### src/rtl/mcfp_pkg.sv
`timescale 1ns / 1ps

package mcfp_pkg;

    localparam int HDR_BYTES  = 10;
    localparam int RES_BITS   = 112;

    // register indexes on the configuration port
    localparam logic [2:0] REG_LINK     = 3'd0;
    localparam logic [2:0] REG_TASK     = 3'd1;
    localparam logic [2:0] REG_RESET    = 3'd2;
    localparam logic [2:0] REG_POS_INT  = 3'd3;
    localparam logic [2:0] REG_STATE_INT = 3'd4;
    localparam logic [2:0] REG_ACCEPTED = 3'd5;

    localparam logic [7:0] LINK_CODE_RST     = 8'd128;
    localparam logic [7:0] TASK_CODE_RST     = 8'd129;
    localparam logic [7:0] RESET_CODE_RST    = 8'd130;
    localparam logic [7:0] POS_INT_CODE_RST  = 8'd131;
    localparam logic [7:0] STATE_INT_CODE_RST = 8'd132;
    localparam logic [7:0] ACCEPTED_CODE_RST = 8'd133;

    // result kinds
    localparam logic [1:0] KIND_REPLY    = 2'd0;
    localparam logic [1:0] KIND_HEADER   = 2'd1;
    localparam logic [1:0] KIND_AXIS     = 2'd2;
    localparam logic [1:0] KIND_INTERVAL = 2'd3;

    typedef struct packed {
        logic [7:0] link_code;
        logic [7:0] task_code;
        logic [7:0] reset_code;
        logic [7:0] pos_int_code;
        logic [7:0] state_int_code;
        logic [7:0] accepted_code;
    } t_cfg;

    // packed so that reply_byte sits in the lowest bits
    typedef struct packed {
        logic [2:0]  pad;
        logic [13:0] interval_value;
        logic        interval_select;
        logic [20:0] axis_step;
        logic [2:0]  axis_index;
        logic [15:0] step_rate;
        logic [14:0] decel_steps;
        logic [15:0] total_steps;
        logic [7:0]  dir_bits;
        logic [6:0]  task_id;
        logic [7:0]  reply_byte;
    } t_result;

    typedef enum logic [2:0] {
        ST_IDLE,
        ST_HDR,
        ST_AXIS,
        ST_ACK,
        ST_ID
    } t_state;

    typedef enum logic [2:0] {
        SEL_SINGLE,
        SEL_HDR,
        SEL_AXIS,
        SEL_ACK,
        SEL_ID
    } t_out_sel;

    typedef struct packed {
        logic     accept;
        logic     load;
        t_out_sel sel;
    } t_ctrl_cmd;

    typedef struct packed {
        logic out_free;
        logic single;
        logic issue;
        logic axis_done;
    } t_dp_status;

endpackage

### src/rtl/mcfp_regs.sv
`timescale 1ns / 1ps

module mcfp_regs (
    input  logic          i_clk,
    input  logic          i_rst_n,
    input  logic          psel,
    input  logic          penable,
    input  logic          pwrite,
    input  logic [4:0]    paddr,
    input  logic [31:0]   pwdata,
    output logic [31:0]   prdata,
    output logic          pready,
    output mcfp_pkg::t_cfg o_cfg
);
    import mcfp_pkg::*;

    t_cfg       r_cfg;
    logic       wr_en;
    logic [2:0] reg_idx;
    logic [7:0] rd_byte;

    assign pready  = 1'b1;
    assign wr_en   = psel && penable && pwrite && pready;
    assign reg_idx = paddr[4:2];

    always_ff @(posedge i_clk) begin
        if (!i_rst_n) begin
            r_cfg.link_code      <= LINK_CODE_RST;
            r_cfg.task_code      <= TASK_CODE_RST;
            r_cfg.reset_code     <= RESET_CODE_RST;
            r_cfg.pos_int_code   <= POS_INT_CODE_RST;
            r_cfg.state_int_code <= STATE_INT_CODE_RST;
            r_cfg.accepted_code  <= ACCEPTED_CODE_RST;
        end else if (wr_en) begin
            unique case (reg_idx)
                REG_LINK:      r_cfg.link_code      <= pwdata[7:0];
                REG_TASK:      r_cfg.task_code      <= pwdata[7:0];
                REG_RESET:     r_cfg.reset_code     <= pwdata[7:0];
                REG_POS_INT:   r_cfg.pos_int_code   <= pwdata[7:0];
                REG_STATE_INT: r_cfg.state_int_code <= pwdata[7:0];
                REG_ACCEPTED:  r_cfg.accepted_code  <= pwdata[7:0];
                default: ;
            endcase
        end
    end

    always_comb begin
        unique case (reg_idx)
            REG_LINK:      rd_byte = r_cfg.link_code;
            REG_TASK:      rd_byte = r_cfg.task_code;
            REG_RESET:     rd_byte = r_cfg.reset_code;
            REG_POS_INT:   rd_byte = r_cfg.pos_int_code;
            REG_STATE_INT: rd_byte = r_cfg.state_int_code;
            REG_ACCEPTED:  rd_byte = r_cfg.accepted_code;
            default:       rd_byte = 8'd0;
        endcase
    end

    assign prdata = {24'd0, rd_byte};
    assign o_cfg  = r_cfg;

endmodule

### src/rtl/mcfp_dp.sv
`timescale 1ns / 1ps

module mcfp_dp #(
    parameter int AXES        = 8,
    parameter int FRAME_DEPTH = 34
) (
    input  logic                   i_clk,
    input  logic                   i_rst_n,
    input  logic [7:0]             i_rx_byte,
    input  logic                   i_slot_free,
    input  mcfp_pkg::t_cfg         i_cfg,
    input  mcfp_pkg::t_ctrl_cmd    i_cmd,
    output mcfp_pkg::t_dp_status   o_status,
    input  logic                   i_m_ready,
    output logic                   o_m_valid,
    output mcfp_pkg::t_result      o_result,
    output logic [1:0]             o_kind,
    output logic                   o_last
);
    import mcfp_pkg::*;

    localparam int AW = (AXES > 1) ? $clog2(AXES) : 1;
    // axis bytes held past the header; later ones read as zero
    localparam logic [6:0] AXIS_KEEP = 7'(FRAME_DEPTH - HDR_BYTES);

    // frame state
    logic [7:0]    r_cur_cmd;
    logic [5:0]    r_rcv;
    logic [5:0]    r_pend;
    logic          r_hdr_done;
    logic [1:0]    r_lane;
    logic [3:0]    r_row;
    logic [6:0]    r_hdr [HDR_BYTES];
    logic [6:0]    r_axb [3][AXES];

    // issue sequencing
    logic [AW-1:0] r_ax;
    logic [AW-1:0] r_k;

    // output register
    logic          r_valid;
    t_result       r_res;
    logic [1:0]    r_kind;
    logic          r_last;

    t_result       n_res;
    logic [1:0]    n_kind;
    logic          n_last;

    logic          is_cmd;
    logic          m_link, m_task, m_pos, m_st;
    logic          c_link, c_task, c_int;
    logic          data_beat, done, go;
    logic [5:0]    pend_dec;
    logic [6:0]    fbv [HDR_BYTES];
    logic [7:0]    en8_now, en8_reg;
    logic [AXES-1:0] en_now, en_reg;
    logic [3:0]    cnt;
    logic [6:0]    kx3;
    logic [6:0]    axb [3];
    logic [20:0]   axis_word;
    t_result       res_single;
    logic [1:0]    kind_single;

    assign is_cmd    = i_rx_byte[7];
    assign m_link    = (i_rx_byte == i_cfg.link_code);
    assign m_task    = (i_rx_byte == i_cfg.task_code);
    assign m_pos     = (i_rx_byte == i_cfg.pos_int_code);
    assign m_st      = (i_rx_byte == i_cfg.state_int_code);
    assign c_link    = (r_cur_cmd == i_cfg.link_code);
    assign c_task    = !c_link && (r_cur_cmd == i_cfg.task_code);
    assign c_int     = !c_link && !c_task &&
                       ((r_cur_cmd == i_cfg.pos_int_code) ||
                        (r_cur_cmd == i_cfg.state_int_code));
    assign data_beat = !is_cmd && (r_pend != 6'd0);
    assign pend_dec  = r_pend - 6'd1;
    assign done      = data_beat && (pend_dec == 6'd0);

    // header as it stands with the current beat included
    always_comb begin
        for (int i = 0; i < HDR_BYTES; i++) begin
            fbv[i] = (r_rcv == 6'(i)) ? i_rx_byte[6:0] : r_hdr[i];
        end
    end

    assign en8_now = {fbv[6][2:0], fbv[7][6:2]};
    assign en_now  = en8_now[AXES-1:0];
    assign en8_reg = {r_hdr[6][2:0], r_hdr[7][6:2]};
    assign en_reg  = en8_reg[AXES-1:0];

    always_comb begin
        cnt = 4'd0;
        for (int i = 0; i < AXES; i++) begin
            cnt = cnt + 4'(en_now[i]);
        end
    end

    assign go = r_hdr_done || (cnt == 4'd0);

    assign o_status.out_free  = !r_valid || i_m_ready;
    assign o_status.single    = (is_cmd && m_link) || (done && c_int);
    assign o_status.issue     = done && c_task && go && i_slot_free;
    assign o_status.axis_done = (r_ax == AW'(AXES - 1));

    always_ff @(posedge i_clk) begin
        if (!i_rst_n) begin
            r_cur_cmd  <= 8'd0;
            r_rcv      <= 6'd0;
            r_pend     <= 6'd0;
            r_hdr_done <= 1'b0;
            r_lane     <= 2'd0;
            r_row      <= 4'd0;
        end else if (i_cmd.accept) begin
            if (is_cmd) begin
                r_cur_cmd  <= i_rx_byte;
                r_rcv      <= 6'd0;
                r_hdr_done <= 1'b0;
                r_lane     <= 2'd0;
                r_row      <= 4'd0;
                priority if (m_link)        r_pend <= 6'd0;
                else if (m_task)            r_pend <= 6'(HDR_BYTES);
                else if (m_pos || m_st)     r_pend <= 6'd2;
                else                        r_pend <= 6'd0;
            end else if (data_beat) begin
                r_rcv  <= r_rcv + 6'd1;
                if (r_rcv >= 6'(HDR_BYTES)) begin
                    if (r_lane == 2'd2) begin
                        r_lane <= 2'd0;
                        r_row  <= r_row + 4'd1;
                    end else begin
                        r_lane <= r_lane + 2'd1;
                    end
                end
                if (done && c_task) begin
                    r_hdr_done <= !go;
                end
                // a finished header reloads the count with the axis bytes
                if (done && c_task && !r_hdr_done) begin
                    r_pend <= 6'(cnt) * 6'd3;
                end else begin
                    r_pend <= pend_dec;
                end
            end
        end
    end

    // frame storage; bytes past the axis rows are never read back
    always_ff @(posedge i_clk) begin
        if (i_cmd.accept && data_beat) begin
            if (r_rcv < 6'(HDR_BYTES)) begin
                r_hdr[r_rcv[3:0]] <= i_rx_byte[6:0];
            end else if (r_row < 4'(AXES)) begin
                r_axb[r_lane][r_row[AW-1:0]] <= i_rx_byte[6:0];
            end
        end
    end

    always_ff @(posedge i_clk) begin
        if (!i_rst_n) begin
            r_ax <= '0;
            r_k  <= '0;
        end else if (i_cmd.load) begin
            if (i_cmd.sel == SEL_HDR) begin
                r_ax <= '0;
                r_k  <= '0;
            end else if (i_cmd.sel == SEL_AXIS) begin
                r_ax <= r_ax + AW'(1);
                r_k  <= r_k + AW'(en_reg[r_ax]);
            end
        end
    end

    assign kx3 = 7'(r_k) * 7'd3;

    always_comb begin
        for (int l = 0; l < 3; l++) begin
            axb[l] = ((kx3 + 7'(l)) < AXIS_KEEP) ? r_axb[l][r_k] : 7'd0;
        end
    end

    assign axis_word = {axb[0], axb[1], axb[2]};

    always_comb begin
        res_single  = '0;
        kind_single = KIND_REPLY;
        if (is_cmd) begin
            res_single.reply_byte = i_cfg.link_code;
        end else begin
            kind_single                = KIND_INTERVAL;
            res_single.interval_select = (r_cur_cmd != i_cfg.pos_int_code);
            res_single.interval_value  = {fbv[0], fbv[1]};
        end
    end

    always_comb begin
        n_res  = '0;
        n_kind = KIND_REPLY;
        n_last = 1'b0;
        unique case (i_cmd.sel)
            SEL_SINGLE: begin
                n_res  = res_single;
                n_kind = kind_single;
                n_last = 1'b1;
            end
            SEL_HDR: begin
                n_kind            = KIND_HEADER;
                n_res.task_id     = r_hdr[0];
                n_res.dir_bits    = {r_hdr[1], r_hdr[2][6]};
                n_res.total_steps = {r_hdr[2][5:0], r_hdr[3], r_hdr[4][6:4]};
                n_res.decel_steps = {r_hdr[4][3:0], r_hdr[5], r_hdr[6][6:3]};
                n_res.step_rate   = {r_hdr[7][1:0], r_hdr[8], r_hdr[9]};
            end
            SEL_AXIS: begin
                n_kind           = KIND_AXIS;
                n_res.axis_index = 3'(r_ax);
                n_res.axis_step  = en_reg[r_ax] ? axis_word : 21'd0;
            end
            SEL_ACK: begin
                n_res.reply_byte = i_cfg.accepted_code;
            end
            SEL_ID: begin
                n_res.reply_byte = {1'b0, r_hdr[0]};
                n_last           = 1'b1;
            end
            default: ;
        endcase
    end

    always_ff @(posedge i_clk) begin
        if (!i_rst_n) begin
            r_valid <= 1'b0;
        end else if (i_cmd.load) begin
            r_valid <= 1'b1;
        end else if (i_m_ready) begin
            r_valid <= 1'b0;
        end
    end

    always_ff @(posedge i_clk) begin
        if (i_cmd.load) begin
            r_res  <= n_res;
            r_kind <= n_kind;
            r_last <= n_last;
        end
    end

    assign o_m_valid = r_valid;
    assign o_result  = r_res;
    assign o_kind    = r_kind;
    assign o_last    = r_last;

endmodule

### src/rtl/mcfp_ctrl.sv
`timescale 1ns / 1ps

module mcfp_ctrl (
    input  logic                  i_clk,
    input  logic                  i_rst_n,
    input  logic                  i_s_valid,
    output logic                  o_s_ready,
    input  mcfp_pkg::t_dp_status  i_status,
    output mcfp_pkg::t_ctrl_cmd   o_cmd
);
    import mcfp_pkg::*;

    t_state r_state;
    t_state n_state;

    always_ff @(posedge i_clk) begin
        if (!i_rst_n) begin
            r_state <= ST_IDLE;
        end else begin
            r_state <= n_state;
        end
    end

    always_comb begin
        n_state      = r_state;
        o_s_ready    = 1'b0;
        o_cmd.accept = 1'b0;
        o_cmd.load   = 1'b0;
        o_cmd.sel    = SEL_SINGLE;
        unique case (r_state)
            ST_IDLE: begin
                // a single result goes straight into the output register
                o_s_ready    = i_status.out_free;
                o_cmd.accept = i_s_valid && i_status.out_free;
                if (o_cmd.accept) begin
                    o_cmd.load = i_status.single;
                    if (i_status.issue) begin
                        n_state = ST_HDR;
                    end
                end
            end
            ST_HDR: begin
                o_cmd.sel = SEL_HDR;
                if (i_status.out_free) begin
                    o_cmd.load = 1'b1;
                    n_state    = ST_AXIS;
                end
            end
            ST_AXIS: begin
                o_cmd.sel = SEL_AXIS;
                if (i_status.out_free) begin
                    o_cmd.load = 1'b1;
                    if (i_status.axis_done) begin
                        n_state = ST_ACK;
                    end
                end
            end
            ST_ACK: begin
                o_cmd.sel = SEL_ACK;
                if (i_status.out_free) begin
                    o_cmd.load = 1'b1;
                    n_state    = ST_ID;
                end
            end
            ST_ID: begin
                o_cmd.sel = SEL_ID;
                if (i_status.out_free) begin
                    o_cmd.load = 1'b1;
                    n_state    = ST_IDLE;
                end
            end
            default: n_state = ST_IDLE;
        endcase
    end

    a_issue_starts_header: assert property (@(posedge i_clk) disable iff (!i_rst_n)
        (o_cmd.accept && i_status.issue) |=> (r_state == ST_HDR))
        else $error("task issue did not start the header beat");

    a_load_needs_room: assert property (@(posedge i_clk) disable iff (!i_rst_n)
        o_cmd.load |-> i_status.out_free)
        else $error("output register overwritten");

    a_axis_holds: assert property (@(posedge i_clk) disable iff (!i_rst_n)
        (r_state == ST_AXIS && !(o_cmd.load && i_status.axis_done))
        |=> (r_state == ST_AXIS))
        else $error("axis sequence left early");

    a_id_ends_task: assert property (@(posedge i_clk) disable iff (!i_rst_n)
        (r_state == ST_ID && o_cmd.load) |=> (r_state == ST_IDLE && !$past(o_cmd.accept)))
        else $error("task sequence did not end after the id reply");

endmodule

### src/rtl/motion_command_frame_parser.sv
`timescale 1ns / 1ps
// Motion command frame parser.
// s_axis: one received serial byte per beat, tdata = rx_byte, tuser = slot_free
// (sampled on the byte that completes a task frame).
// m_axis: result beats; tuser = kind, tlast marks the final result of a byte.
// APB: six 8-bit code registers at byte addresses 0x00..0x14, pready tied high.
// A single result is registered into the output register as its byte is accepted.
// Throughput: bytes that give at most one result are taken one per cycle while
// the output register is free. A byte that issues a task emits AXES+3 results,
// one per cycle while the output register is free, from the header, axis and
// reply sequencer; s_axis_tready stays low until the last of them is loaded,
// so such a byte holds the input for its own accepting cycle and one load per result.
// The single output register sets the stall behaviour: when m_axis_tready is
// low with a result waiting, the sequencer and s_axis_tready hold until it goes.
// Reset (synchronous, active low) clears the frame counters, the command
// latch and the output valid and loads the default codes. Frame storage is
// not cleared and needs no clearing pass.
module motion_command_frame_parser #(
    parameter int AXES        = 8,
    parameter int FRAME_DEPTH = 34
) (
    input  logic          i_clk,
    input  logic          i_rst_n,
    input  logic          s_axis_tvalid,
    output logic          s_axis_tready,
    input  logic [7:0]    s_axis_tdata,   // [7:0] rx_byte
    input  logic          s_axis_tuser,   // [0] slot_free
    output logic          m_axis_tvalid,
    input  logic          m_axis_tready,
    // [7:0] reply_byte, [14:8] task_id, [22:15] dir_bits, [38:23] total_steps,
    // [53:39] decel_steps, [69:54] step_rate, [72:70] axis_index,
    // [93:73] axis_step, [94] interval_select, [108:95] interval_value, rest 0
    output logic [mcfp_pkg::RES_BITS-1:0] m_axis_tdata,
    output logic [1:0]    m_axis_tuser,   // [1:0] kind
    output logic          m_axis_tlast,
    input  logic          psel,
    input  logic          penable,
    input  logic          pwrite,
    input  logic [4:0]    paddr,
    input  logic [31:0]   pwdata,
    output logic [31:0]   prdata,
    output logic          pready
);
    import mcfp_pkg::*;

    t_cfg       cfg;
    t_ctrl_cmd  cmd;
    t_dp_status status;
    t_result    res;

    mcfp_regs u_regs (
        .i_clk   (i_clk),
        .i_rst_n (i_rst_n),
        .psel    (psel),
        .penable (penable),
        .pwrite  (pwrite),
        .paddr   (paddr),
        .pwdata  (pwdata),
        .prdata  (prdata),
        .pready  (pready),
        .o_cfg   (cfg)
    );

    mcfp_ctrl u_ctrl (
        .i_clk     (i_clk),
        .i_rst_n   (i_rst_n),
        .i_s_valid (s_axis_tvalid),
        .o_s_ready (s_axis_tready),
        .i_status  (status),
        .o_cmd     (cmd)
    );

    mcfp_dp #(
        .AXES        (AXES),
        .FRAME_DEPTH (FRAME_DEPTH)
    ) u_dp (
        .i_clk       (i_clk),
        .i_rst_n     (i_rst_n),
        .i_rx_byte   (s_axis_tdata),
        .i_slot_free (s_axis_tuser),
        .i_cfg       (cfg),
        .i_cmd       (cmd),
        .o_status    (status),
        .i_m_ready   (m_axis_tready),
        .o_m_valid   (m_axis_tvalid),
        .o_result    (res),
        .o_kind      (m_axis_tuser),
        .o_last      (m_axis_tlast)
    );

    assign m_axis_tdata = res;

endmodule
### config.mk
export PLATFORM = sky130hd
export DESIGN_NAME = motion_command_frame_parser
export DESIGN_NICKNAME = d
export VERILOG_FILES = /design/src/rtl/mcfp_pkg.sv /design/src/rtl/mcfp_regs.sv /design/src/rtl/mcfp_dp.sv /design/src/rtl/mcfp_ctrl.sv /design/src/rtl/motion_command_frame_parser.sv
export SDC_FILE = /design/constraint.sdc
export NUM_CORES = 1
export LEC_CHECK = 0
export ABC_AREA = 1
export BUFFER_PORTS_ARGS = -buffer_cell sky130_fd_sc_hd__buf_2
export CORE_UTILIZATION = 40
export DETAILED_ROUTE_END_ITERATION = 8
export GPL_TIMING_DRIVEN = 0
export PLACE_DENSITY = 0.62
export SLEW_MARGIN = 30
export SYNTH_ARGS = -nofsm -noshare
export SYNTH_HDL_FRONTEND = slang
export SYNTH_SLANG_ARGS = --single-unit
### constraint.sdc
create_clock -name i_clk -period 5 [get_ports i_clk]
set_input_delay 0.25 -clock i_clk [delete_from_list [all_inputs] [get_ports i_clk]]
set_output_delay 0.25 -clock i_clk [all_outputs]
set_load 0.02 [all_outputs]
After elaboration in Yosys (flattened, before gate mapping) --
Memories as Yosys holds them, arrays and structs flattened. A register that Yosys moved wholly into a read port is not among the register bits. Cells that the tools add are included.
Word-level totals: output and inout bits 150, input bits 53, bits in read-only memories 0, flip-flop bits (word level) 184, logic and storage cells 230, memories kept 2, RAM bits 238, bits in latches 0
Memories:
- u_dp.r_axb | words 3, width 56, rd ports 3, clocked after Yosys merged registers in 0, write ports 1, line mcfp_dp.sv:34 | logic [6:0] r_axb [3][AXES];
- u_dp.r_hdr | words 10, width 7, rd ports 10, clocked after Yosys merged registers in 6, write ports 1, line mcfp_dp.sv:33 | logic [6:0] r_hdr [HDR_BYTES];
Operators by class: $mul 2, eq/ne operators 34, divide/modulo/power cells 0, reductions and logical operators 65, multiplexer cells 69, bitwise gates (word level) 3, add/subtract/negate cells 15, $lt $le $gt $ge 10, shift-type cells 0
Operators by type and width (count):
- 7-bit two-way mux | 10
- 8-bit == test | 8
- 7-bit binary-select mux with 3-bit select | 3
- 56-bit two-way mux | 1
- 8-bit one-hot mux with 6 select lines | 1
- 6-bit two-way mux | 7
- 3-bit two-way mux | 12
- 4-bit by 1-bit adder with 4-bit output | 6
- 8-bit one-hot mux with 3 select lines | 1
- 7-bit demux with 3-bit select | 1
- 3-bit by 2-bit == test with 1-bit output, second input constant | 6
- 2-bit AND reduction | 9
- 1-bit two-way mux | 17
- 1-bit logical AND | 16
- 4-bit two-way mux | 4
- 3-bit == test, second input constant | 5
- 3-bit one-hot mux with 5 select lines | 1
- 3-bit AND reduction | 5
- 7-bit by 5-bit < comparator with 1-bit output, second input constant | 2
- 6-bit by 3-bit == test with 1-bit output, second input constant | 2
- 1-bit zero test | 12
- 6-bit zero test | 2
- 2-bit two-way mux | 6
- 3-bit one-hot mux with 4 select lines | 1
- other kinds (39) | 60

Longest topological paths before layout --
word-level depth 16, mapped depth 24

Hierarchy --
Synthesis repeated with hierarchy kept, for this count alone.
Unflattened totals: cell total of the unflattened synthesis 1952, area total of the unflattened synthesis 19565.0 µm²
By module, submodules not included:
- mcfp_dp | area an instance 16712.3 µm², instances 1, cells each 1508, seq. area each 11190.7 µm²
- mcfp_regs | area an instance 2593.7 µm², instances 1, cells each 399, seq. area each 960.9 µm²
- mcfp_ctrl | area an instance 259.0 µm², instances 1, cells each 45, seq. area each 60.1 µm²

Least setup slack after synthesis --
OpenSTA, ideal clock, no wires.
path kind register to register, from register u_dp.r_rcv[1], to register u_dp.r_pend[3], clock period less this slack 4.531 ns, slack 0.469 ns, cell stages (with the launch flop) 21, arrival time 4.461 ns, cell sequence dfxtp_1 -> ha_1 -> nand3_1 -> nand2_1 -> o21ai_0 -> ha_1 -> fa_1 -> inv_1 -> fa_1 -> inv_1 -> fa_1 -> inv_1 -> fa_1 -> inv_1 -> ha_1 -> inv_1 -> fa_1 -> xor2_1 -> nand3_1 -> nand3_1 -> a21oi_1
Between the ends: longest elaborated chain between the ends 13, elaborated cells between the ends (all ways) 15, those cells by class 7 x add/sub; 1 x mul; 2 x eq/ne; 5 x mux
RTL lines:
- start: declaration | line mcfp_dp.sv:28 | logic [5:0] r_rcv;
- start signal: assignment | line mcfp_dp.sv:125 | r_rcv <= r_rcv + 6'd1;
- 6-bit by 3-bit == test with 1-bit output | line mcfp_dp.sv:82 | fbv[i] = (r_rcv == 6'(i)) ? i_rx_byte[6:0] : r_hdr[i];
- 7-bit two-way mux | line mcfp_dp.sv:82
- 1-bit by 1-bit adder with 2-bit output | line mcfp_dp.sv:94 | cnt = cnt + 4'(en_now[i]);
- 4-bit by 1-bit adder with 4-bit output (5 in a row) | line mcfp_dp.sv:94
- 4-bit by 1-bit adder with 4-bit output * | line mcfp_dp.sv:94
- 4-bit by 2-bit multiplier with 6-bit output * | line mcfp_dp.sv:139 | r_pend <= 6'(cnt) * 6'd3;
- 6-bit two-way mux * | line mcfp_dp.sv:138 | if (done && c_task && !r_hdr_done) begin
- 6-bit two-way mux * | line mcfp_dp.sv:124 | end else if (data_beat) begin
- 6-bit two-way mux * | line mcfp_dp.sv:114 | if (is_cmd) begin
- end signal: assignment | line mcfp_dp.sv:121 | else if (m_task) r_pend <= 6'(HDR_BYTES);
- end signal: assignment | line mcfp_dp.sv:139
- end signal: assignment | line mcfp_dp.sv:141 | r_pend <= pend_dec;
- end: declaration | line mcfp_dp.sv:29 | logic [5:0] r_pend;
Every way passes the cells marked *; elsewhere a longest branch is shown, timed or not. The select of a mux whose other input is x is not followed. A chain may end at the register's enable or synchronous reset.

Final worst setup path --
from register u_dp.r_rcv[2], to register u_dp.r_pend[4]
The elaborated chain is that of the path after synthesis.

==> impl_results.md <==
* Status: complete, no violations
* Port Buf Inserts at 148
* Skew final at 26.8 ps
* Clock tree sinks at 435
* Ys flop type: edfxtp_1
* WP data required at 5420 ps
* Global-route wire length before repair at 74100 um
* Worst Hold End: u_ctrl.r_state[0]
* Largest net degree at the start of global routing at 64
* Clock transition at path regs at 60 ps
* Placed Instances at 2556
* Crit Path Max Fanout at 5
* Post-synthesis sequential area ratio at 64.7%
* Total Routing Usage GR at 20.4%
* Peak supply drop at 0.304 mV
* WL/cell at 18.4 um
* Hold Path Class: primary input to register
* R2R Setup Slk at 180 ps
* Drt first-iter violations at 1090
* Syn Std Cell Area at 18900 um^2
* Worst R2R Path Depth at 22
* Final Cycle Share at 96.4%
* Clk_lat worst skew at 580 ps
* Area growth, synth to finish at 17.8%
* CP endpoint kind: register
* Placer Congestion at 0.965
* Post-DR vias/cell at 5.06
* Fin area at 22200 um^2
* Static Leak at 8.72 nW
* Ports at 203
* Clock buffer count from CTS at 46
* Worst Setup SP: u_dp.r_rcv[2]
* Hold Slack at 144 ps
* ANT cells at 0
* Post-layout net count at 2094
* Commonest cells after routing, fill and taps aside: edfxtp_1 (350), nor2_1 (271), nand2_1 (247), inv_1 (175), buf_2 (160)
* H-tree Lvls at 2
* Fin. Hold Viols at 0
* CP startpoint kind: register
* 1st-pass router iterations at 5
* Row Count at 79
* Rel. slew slack at 41.3%
* Core Area at 46600 um^2
* Synthesis Warnings at 0
* CTS tree: yes
* Via count at 13400
* Vias in the first global route at 13200
* Remaining global-route overflow at 0
* Post-synth EDFFs at 350
* Worst Min Path Start: m_axis_tready
* Fraction of registers with async set/reset at 0%
* DIE AREA at 48100 um^2
* Antenna Violating Nets Remaining at 0
* RR Startpoint: u_dp.r_rcv[2]
* Commonest non-fill, non-tap cell in the layout: edfxtp_1
* Detailed placement HPWL at 34200 um
* Initial antenna violation count at 1
* Die X at 219 um
* CP Class: register to register
* Max-Cap Viols at 0
* Post-layout total power at 11.5 mW
* Wire length reported by the detailed router at 48800 um
* Drt drc at 0
* Initial Util at 40.5%
* Die Y at 219 um
* Root buffer cell: clkbuf_16
* # setup viols final at 0
* Worst Max-Slew Pin Slew at 881 ps
* Placed Area at 20500 um^2
* Layout cells sized above 1 at 16.1%
* #FFs+latches synth at 435
* Pins over their slew limit at 0
* Tmin final at 4820 ps
* Post-synthesis cell type count at 48
* Cells on Worst Hold Path at 6
* Max clock buf depth at 3
* P per Cell Area at 519 nW/um^2
* Cells after Synth at 1774
* CP arrival at 5240 ps
* R2r endpoint: u_dp.r_pend[4]
* Final Util at 47.7%
* Mean Syn Cell Area at 10.6 um^2
* F_max at 207 MHz
* Finished Layout Cells at 2652
[layer usage]
metal	track usage (%)	part of all wire (%)	vias up
met5	0	0	-
met4	8.94	3.8	0
met3	3.38	5.5	107
met2	35.0	50	475
met1	25.2	41	6375
li1	-	-	6466
[layout make-up]
cell class	instances	area [um^2]
Fill cell	4245	24300
Clock buffer	59	1220
Clock inverter	25	289
Sequential cell	435	12200
Multi-Input combinational cell	1086	5690
Inverter	189	709
Timing Repair Buffer	160	876
Tap cell	607	759
Buffer	91	464
[worst max-delay path: stages (launching register included)]
cell and delay [ps]:
dfxtp_2 370, inv_1 110, nor2_4 160, nand3_4 120
nand2_1 80, o21ai_1 90, ha_1 340, fa_1 550
inv_1 60, fa_1 540, inv_1 60, fa_1 460
inv_1 90, fa_2 190, xnor2_1 190, inv_1 190
ha_4 320, nand2_1 40, o21ai_0 200, xor2_1 210
nand3_1 120, nand3_1 110, a21oi_1 70
[cells by family after synthesis]
kind of cell,after synthesis,synth area share (%)
and+or+nand+nor,647,14.8
DFF,435,64.7
AOI/OAI and AO/OA,329,9.63
buffers and inverters,280,6.22
xor gates and xnor gates,49,2.27
adders and majority gates,32,2.36
other,2,0.0398
[synthesized netlist by cell type (5+ instances only)]
master | number | area share [%]
a21oi_1 | 98 | 2.6
a221oi_1 | 5 | 0.23
buf_1 | 7 | 0.14
buf_2 | 14 | 0.37
buf_4 | 28 | 1.1
clkbuf_1 | 42 | 0.84
dfxtp_1 | 85 | 9.0
edfxtp_1 | 350 | 56
fa_1 | 6 | 0.64
ha_1 | 26 | 1.7
inv_1 | 176 | 3.5
inv_2 | 11 | 0.22
nand2_1 | 247 | 4.9
nand2_2 | 10 | 0.33
nand2_4 | 5 | 0.30
nand3_1 | 62 | 1.6
nand4_1 | 11 | 0.36
nor2_1 | 273 | 5.4
nor2_4 | 7 | 0.42
nor3_1 | 14 | 0.37
o211ai_1 | 5 | 0.20
o21ai_0 | 149 | 4.0
o221ai_1 | 9 | 0.42
o22ai_1 | 49 | 1.6
xnor2_1 | 31 | 1.4
xor2_1 | 18 | 0.84
[worst max-delay path by stage]
stage,cells after the start,slack (ps),to
after detailed placement,20,-550,u_dp.r_pend[3]
after floorplan,20,470,u_dp.r_pend[3]
after global routing,22,-9,u_dp.r_pend[4]
final,22,180,u_dp.r_pend[4]
after global placement,20,-410,u_dp.r_pend[3]
after CTS,21,0.8,u_dp.r_pend[3]
[through the flow]
step / setup TNS (ps) / setup slack [ps]
2_1_floorplan: 0 / 469
3_3_place_gp: -2150 / -406
3_5_place_dp: -2920 / -546
4_1_cts: 0 / 0.790
5_1_grt: -9.26 / -9.26
6_report: 0 / 179
[power by group]
part	switching (mW)	total [mW]	leakage [nW]	internal (mW)
Combinational	2.35	3.21	4.07	0.864
Clock	1.39	3.43	0.735	2.04
Sequential	0.230	4.91	3.92	4.68
Total	3.97	11.5	8.72	7.58
[state kept, by name, indices dropped and copies added, names as in the netlist]
register         count
u_ctrl.r_state       3
u_dp.o_result      109
u_dp.o_last          1
u_dp.o_kind          2
u_dp.r_k             3
u_dp.r_lane          2
u_dp.o_m_valid       1
u_dp.r_rcv           6
u_dp.r_hdr_done      1
u_dp.r_ax            3
u_dp.r_pend          6
u_dp.r_row           4
u_dp.r_cur_cmd       8
u_dp.r_axb         168
u_dp.r_hdr          70
u_regs.o_cfg        48
[repair_timing]
action,in CTS,in global routing
gates resized for setup,5,13
pin swaps,1,2
cloned,1,0
endpoints found under the setup margin,4,6
setup buffers,0,3
hold buffers,8,0
hold endpoints to repair,27,0
Power figures use the tool's default switching activity.
